### src/design/qrb_pkg.sv
// Shared types, constants and helper functions of the quadratic root finder.
package qrb_pkg;

	localparam int FRAC_BITS_DEF   = 16;
	localparam int VALUE_WIDTH_DEF = 32;
	localparam int SCAN_LIMIT_DEF  = 1024;

	localparam int TOL_WIDTH    = 17;
	localparam int ITER_WIDTH   = 7;
	localparam int STATUS_WIDTH = 3;
	localparam int CFG_WIDTH    = TOL_WIDTH;
	localparam int CFG_IDX_WIDTH = 1;

	localparam logic [CFG_IDX_WIDTH-1:0] CFG_TOLERANCE = 1'd0;
	localparam logic [CFG_IDX_WIDTH-1:0] CFG_MAX_ITER  = 1'd1;

	localparam logic [TOL_WIDTH-1:0]  TOL_RESET  = 17'd1;
	localparam logic [ITER_WIDTH-1:0] ITER_RESET = 7'd48;
	localparam logic [ITER_WIDTH-1:0] ITER_MAX   = 7'd64;

	localparam logic [STATUS_WIDTH-1:0] ST_CONVERGED  = 3'd0;
	localparam logic [STATUS_WIDTH-1:0] ST_NO_CHANGE  = 3'd1;
	localparam logic [STATUS_WIDTH-1:0] ST_ITER_LIMIT = 3'd2;
	localparam logic [STATUS_WIDTH-1:0] ST_ZERO       = 3'd3;
	localparam logic [STATUS_WIDTH-1:0] ST_CLIPPED    = 3'd4;

	typedef enum logic [4:0] {
		OP_NONE,
		OP_MUL,
		OP_SAVE_P,
		OP_SAVE_D,
		OP_BS_INIT,
		OP_BS_MID,
		OP_CLIP_M,
		OP_SAVE_T,
		OP_BS_STEP,
		OP_SAVE_CLIP,
		OP_SET_N,
		OP_SAVE_S1,
		OP_SAVE_S2,
		OP_SAVE_F,
		OP_PREV,
		OP_SCAN_DEC,
		OP_HIT,
		OP_NOCHANGE,
		OP_FOUND,
		OP_BIS_MID,
		OP_BIS_CHECK,
		OP_EMIT
	} op_t;

	// multiplier operand pairs
	typedef enum logic [2:0] {
		MS_BB,
		MS_CA,
		MS_AM,
		MS_TT,
		MS_XX,
		MS_AS,
		MS_BX
	} msel_t;

	typedef struct packed {
		op_t   op;
		msel_t msel;
	} cmd_t;

	typedef struct packed {
		logic a_zero;
		logic is_real;
		logic mul_done;
		logic lo_lt_hi;
		logic f_zero;
		logic sgn_chg;
		logic i_at_min;
		logic stop;
		logic out_free;
	} stat_t;

	function automatic logic [63:0] mag64(input logic signed [63:0] v);
		logic [63:0] r;
		r = v[63] ? 64'(-v) : 64'(v);
		return r;
	endfunction

	function automatic logic signed [63:0] sadd64(input logic signed [63:0] x,
			input logic signed [63:0] y);
		logic signed [64:0] s;
		logic signed [63:0] r;
		s = {x[63], x} + {y[63], y};
		if (s[64] != s[63])
			r = s[64] ? {1'b1, 63'd0} : {1'b0, {63{1'b1}}};
		else
			r = s[63:0];
		return r;
	endfunction

endpackage

### src/design/qrb_ctrl.sv
// Controller: sequences bound search, integer scan and bisection over the datapath.
module qrb_ctrl (
	input  logic           clk,
	input  logic           arst_n,
	input  logic           accept,
	input  qrb_pkg::stat_t stat,
	output qrb_pkg::cmd_t  cmd,
	output logic           ready
);

	typedef enum logic [4:0] {
		S_IDLE, S_CHK, S_W_P, S_M_Q, S_W_Q, S_G_D, S_T_D, S_G_BS, S_BS_T,
		S_BS_M1, S_BS_W1, S_BS_M2, S_BS_W2, S_N_S,
		S_P_START, S_P_W1, S_P_M2, S_P_W2, S_P_M3, S_P_W3, S_P_G, S_P_T,
		S_SC_NEXT, S_B_MID, S_EMIT_W
	} state_t;

	typedef enum logic [1:0] {PH_FIRST, PH_SCAN, PH_BIS} phase_t;

	state_t        state_q;
	phase_t        ph_q;
	qrb_pkg::cmd_t cmd_q;
	logic          ready_q, clip_q;

	always_ff @(posedge clk or negedge arst_n) begin
		if (!arst_n) begin
			state_q    <= S_IDLE;
			ph_q       <= PH_FIRST;
			cmd_q.op   <= qrb_pkg::OP_NONE;
			cmd_q.msel <= qrb_pkg::MS_BB;
			ready_q    <= 1'b1;
			clip_q     <= 1'b0;
		end else begin
			cmd_q.op <= qrb_pkg::OP_NONE;
			unique case (state_q)
				S_IDLE: begin
					if (accept) begin
						ready_q <= 1'b0;
						state_q <= S_CHK;
					end
				end
				S_CHK: begin
					clip_q <= 1'b0;
					ph_q   <= PH_FIRST;
					if (stat.a_zero)
						state_q <= S_EMIT_W;
					else begin
						cmd_q.op   <= qrb_pkg::OP_MUL;
						cmd_q.msel <= qrb_pkg::MS_BB;
						state_q    <= S_W_P;
					end
				end
				S_W_P: if (stat.mul_done) begin
					cmd_q.op <= qrb_pkg::OP_SAVE_P;
					state_q  <= S_M_Q;
				end
				S_M_Q: begin
					cmd_q.op   <= qrb_pkg::OP_MUL;
					cmd_q.msel <= qrb_pkg::MS_CA;
					state_q    <= S_W_Q;
				end
				S_W_Q: if (stat.mul_done) begin
					cmd_q.op <= qrb_pkg::OP_SAVE_D;
					state_q  <= S_G_D;
				end
				S_G_D: state_q <= S_T_D;
				S_T_D: begin
					if (stat.is_real) begin
						cmd_q.op <= qrb_pkg::OP_BS_INIT;
						state_q  <= S_G_BS;
					end else
						state_q <= S_EMIT_W;
				end
				S_G_BS: state_q <= S_BS_T;
				S_BS_T: begin
					if (stat.lo_lt_hi)
						cmd_q.op <= qrb_pkg::OP_BS_MID;
					else begin
						cmd_q.op <= qrb_pkg::OP_CLIP_M;
						clip_q   <= 1'b1;
					end
					state_q <= S_BS_M1;
				end
				S_BS_M1: begin
					cmd_q.op   <= qrb_pkg::OP_MUL;
					cmd_q.msel <= qrb_pkg::MS_AM;
					state_q    <= S_BS_W1;
				end
				S_BS_W1: if (stat.mul_done) begin
					cmd_q.op <= qrb_pkg::OP_SAVE_T;
					state_q  <= S_BS_M2;
				end
				S_BS_M2: begin
					cmd_q.op   <= qrb_pkg::OP_MUL;
					cmd_q.msel <= qrb_pkg::MS_TT;
					state_q    <= S_BS_W2;
				end
				S_BS_W2: if (stat.mul_done) begin
					if (clip_q) begin
						cmd_q.op <= qrb_pkg::OP_SAVE_CLIP;
						state_q  <= S_N_S;
					end else begin
						cmd_q.op <= qrb_pkg::OP_BS_STEP;
						state_q  <= S_G_BS;
					end
				end
				S_N_S: begin
					cmd_q.op <= qrb_pkg::OP_SET_N;
					state_q  <= S_P_START;
				end
				// f(px) = a*(px*px) + b*px + c
				S_P_START: begin
					cmd_q.op   <= qrb_pkg::OP_MUL;
					cmd_q.msel <= qrb_pkg::MS_XX;
					state_q    <= S_P_W1;
				end
				S_P_W1: if (stat.mul_done) begin
					cmd_q.op <= qrb_pkg::OP_SAVE_S1;
					state_q  <= S_P_M2;
				end
				S_P_M2: begin
					cmd_q.op   <= qrb_pkg::OP_MUL;
					cmd_q.msel <= qrb_pkg::MS_AS;
					state_q    <= S_P_W2;
				end
				S_P_W2: if (stat.mul_done) begin
					cmd_q.op <= qrb_pkg::OP_SAVE_S2;
					state_q  <= S_P_M3;
				end
				S_P_M3: begin
					cmd_q.op   <= qrb_pkg::OP_MUL;
					cmd_q.msel <= qrb_pkg::MS_BX;
					state_q    <= S_P_W3;
				end
				S_P_W3: if (stat.mul_done) begin
					cmd_q.op <= qrb_pkg::OP_SAVE_F;
					state_q  <= S_P_G;
				end
				S_P_G: state_q <= S_P_T;
				S_P_T: begin
					unique case (ph_q)
						PH_FIRST: begin
							if (stat.f_zero) begin
								cmd_q.op <= qrb_pkg::OP_HIT;
								state_q  <= S_EMIT_W;
							end else begin
								cmd_q.op <= qrb_pkg::OP_PREV;
								state_q  <= S_SC_NEXT;
							end
						end
						PH_SCAN: begin
							priority if (stat.f_zero) begin
								cmd_q.op <= qrb_pkg::OP_HIT;
								state_q  <= S_EMIT_W;
							end else if (stat.sgn_chg) begin
								cmd_q.op <= qrb_pkg::OP_FOUND;
								ph_q     <= PH_BIS;
								state_q  <= S_B_MID;
							end else begin
								cmd_q.op <= qrb_pkg::OP_PREV;
								state_q  <= S_SC_NEXT;
							end
						end
						PH_BIS: begin
							cmd_q.op <= qrb_pkg::OP_BIS_CHECK;
							state_q  <= stat.stop ? S_EMIT_W : S_B_MID;
						end
						default: state_q <= S_EMIT_W;
					endcase
				end
				S_SC_NEXT: begin
					if (stat.i_at_min) begin
						cmd_q.op <= qrb_pkg::OP_NOCHANGE;
						state_q  <= S_EMIT_W;
					end else begin
						cmd_q.op <= qrb_pkg::OP_SCAN_DEC;
						ph_q     <= PH_SCAN;
						state_q  <= S_P_START;
					end
				end
				S_B_MID: begin
					cmd_q.op <= qrb_pkg::OP_BIS_MID;
					state_q  <= S_P_START;
				end
				S_EMIT_W: if (stat.out_free) begin
					cmd_q.op <= qrb_pkg::OP_EMIT;
					ready_q  <= 1'b1;
					state_q  <= S_IDLE;
				end
				default: state_q <= S_IDLE;
			endcase
		end
	end

	assign cmd   = cmd_q;
	assign ready = ready_q;

endmodule

### config.mk
export PLATFORM = sky130hd
export DESIGN_NAME = qrb_ctrl
export DESIGN_NICKNAME = d
export VERILOG_FILES = /design/src/design/qrb_pkg.sv /design/src/design/qrb_ctrl.sv
export SDC_FILE = /design/constraint.sdc
export NUM_CORES = 1
export LEC_CHECK = 0
export BUFFER_PORTS_ARGS = -buffer_cell sky130_fd_sc_hd__buf_2
export CORE_MARGIN = 2
export CORE_UTILIZATION = 45
export DETAILED_ROUTE_END_ITERATION = 10
export PLACE_DENSITY = 0.76
export SLEW_MARGIN = 20
export SYNTH_ARGS = -nofsm -noshare
export SYNTH_HDL_FRONTEND = slang
export SYNTH_SLANG_ARGS = --single-unit
### constraint.sdc
create_clock -name clk -period 4 [get_ports clk]
set_clock_uncertainty 0.15 [all_clocks]
set_input_delay 0.6 -clock clk [delete_from_list [all_inputs] [get_ports clk]]
set_output_delay 0.6 -clock clk [all_outputs]
set_load 0.02 [all_outputs]
==> impl_metrics.toml <==
[logic_synthesis]
avgSynthCellArea_um2 = 8.538
synth_edf_count = 0
synth_top_family_by_area = "simple AND/OR/NAND/NOR gates"
synth_xor_xnor_area_share_pct = 0
yosysWarnings = 0
synth_common_cells = "dfrtp_1 (16), nor2_1 (15), nand2_1 (14), a21oi_1 (13), buf_6 (8)"
synth-compound-area-share_pct = 27.41
synthDominantCellAreaShare_pct = 27.59
yosysMostFrequentCell = "dfrtp_1"
synth_area_leaders = "dfrtp_1 (28%), buf_6 (6.2%), a21oi_1 (4.5%)"
ys_seq_area_share_pct = 29.40
synth_cell_type_count = 54
ys_dominant_reg_cell = "dfrtp_1"
yosys.area_share.simple_pct = 30.26
synth_nets = 182
syn_area_mm2 = 0.001451
postSynth.asyncResetShare_pct = 100.0
netlist_instances = 170
synth_top_cell_by_area = "dfrtp_1"
synth_seq_cells = 17
synth_fa_ha_area_share_pct = 0
muxShareOfSynthArea_pct = 3.879

[timing]
rsz0062_at_grt = "no"
setup_tns_ns = 0
period_needed_ns = 2.341
slew-limit-headroom_pct = 35.42
finalCritPeriodShare_pct = 58.52
slew_viol_final = 0
fmax_ghz = 0.4272
tightestPinTransition_ns = 0.9687
setup_viol = 0
holdWs_ns = 0.05730
worst_slack_ns = 1.659
hold_violations = 0

[detailed_routing]
routedWlPerCell_um = 15.33
ant_nets = 0
drt_iter0_markers = 64
drc = 0
via_per_inst = 5.996
num_vias = 1355
wirelength_um = 3464
drt_first_pass_iters = 4

[floorplanning]
core_area_mm2 = 0.003053
die-width_um = 60.79
start_util_pct = 47.54
die-area_mm2 = 0.003695
die_y_um = 60.79
rows = 20
io_pins = 21

[placed_design]
dp_hpwl_um = 2460
pre_cts_slack_ns = 1.710
postPlaceCellArea_mm2 = 0.001494
io_buffers = 20
dpl.cell_count = 222
gp_congestion = 0.9437

[outcome]
status = "completed"

[power]
pwr-share-clk_pct = 8.3
p_int_mw = 0.5927
p_seq_share_pct = 35.9
comb_power_share_pct = 55.8
vdd_drop_max_mv = 0.4312
power.density_mw_per_mm2 = 805.9
swShare_pct = 51.66
p_leak_nw = 0.6483
power_mw = 1.226
switchingPower_mw = 0.6334

[clock_tree]
path_clk_slew_ns = 0.11
clk_path_buf_depth = 2
cts-htree-levels = 1
cts_num_sinks = 17
clockRootBuffer = "clkbuf_4"
clk_latency_ns = 0.31
cts_resized = 0
hold_buffers = 0
cts_tree = "built"
post-cts-setup-buffer-count = 0
cts_buffers = 3

[cells_and_area]
n_fill_cell = 321
final_cell_area_mm2 = 0.001521
final_nets = 195
layoutNonFillerInstCount = 226
finalCoreUtilization_pct = 49.84
antenna_cells = 0
syn2layout_area_growth_pct = 4.828
drive_gt1_share_pct = 25.27

[grt]
first_global_vias = 1166
grt_max_degree = 34
grt_overflow_total = 0
grt_pass1_wl_um = 5816
grt.total_usage_pct = 21.08
grt_antenna_before_repair = 0

[hold_path]
hold_path_class = "in -> async"

[critical_path]
arrival_ns = 2.39
rrSetupSlack_ns = 1.66
end_kind = "register"
crit_path_start_kind = "register"
worstSetupPathType = "reg -> reg"
cp.required_ns = 4.05
path_max_fanout = 33

[flow_run]
maxCapViolCount = 0
[cells by family (layout without fill, tap and decap cells)]
family | count (synthesis) | count (layout)
and+or+nand+nor | 76 | 76
AOI/OAI and AO/OA | 55 | 55
DFF | 17 | 17
buffers and inverters | 17 | 29
muxes | 5 | 5
[path summary, 6_finish.rpt]
check,start,end,cells past startpoint
setup / recovery,state_q[0],state_q[0],5
hold / removal,arst_n,ph_q[1],1
setup reg to reg,state_q[0],state_q[0],5
hold reg to reg,ready,ready,2
max in group asynchronous,arst_n,ready,1
min in group clk,ready,ready,2
[sequential cells by signal, indices dropped and copies added (netlist names)]
signal / cells
ph_q: 2
clip_q: 1
ready: 1
state_q: 5
cmd: 8
[cells in the final DEF (no fill, tap or decap), drive strengths merged, types with 2 or more instances in the layout]
| master | instances |
|---|---|
| nand4 | 4 |
| nand3 | 7 |
| and2 | 2 |
| nor2 | 17 |
| and3 | 3 |
| nor2b | 5 |
| mux2 | 2 |
| nand2b | 5 |
| buf | 20 |
| a22oi | 2 |
| o31ai | 3 |
| o2bb2ai | 4 |
| a31oi | 3 |
| nor3b | 7 |
| mux2i | 3 |
| nor3 | 5 |
| nand2 | 16 |
| a21o | 2 |
| a21oi | 15 |
| dfrtp | 16 |
| clkbuf | 3 |
| and2b | 2 |
| o211ai | 2 |
| o22ai | 2 |
| o21ai | 11 |
| a32oi | 3 |
| inv | 5 |
[layout make-up]
class,count,area [um2],area share [%]
clock buffer,3,22.52,1.480
clock inverter,1,5.005,0.3289
inverter,5,18.77,1.234
multi-input combinational,136,893.4,58.72
sequential,17,426.7,28.04
tap,44,55.05,3.618
timing repair buffer,20,100.1,6.579
[worst max-delay path, cell delays in order, from the launching register on]
cell      delay [ns]
dfrtp_1         1.00
and3_1          0.32
o221ai_2        0.14
a21oi_4         0.25
nor2_2          0.09
mux2_4          0.30
[power groups by stage]
stage	logic [mW]	registers [mW]	clock network, mW
after global routing	0.757	0.465	0.109
after floorplan	0.684	0.345	0
after CTS	0.680	0.437	0.0999
after detailed placement	0.675	0.442	0
after global placement	0.678	0.439	0
final	0.684	0.440	0.102
[routing by layer]
layer  routed length, um  share of wire, %  global-route usage (%)  vias to the layer above
li1                    -                 -                       -                      660
met1                1584                46                   32.68                      627
met2                1533                44                   29.80                       64
met3                 312               9.0                   2.985                        4
met4                  34              0.98                   6.832                        0
met5                   0                 0                       0                        -
(Power assumes the default switching activity.)
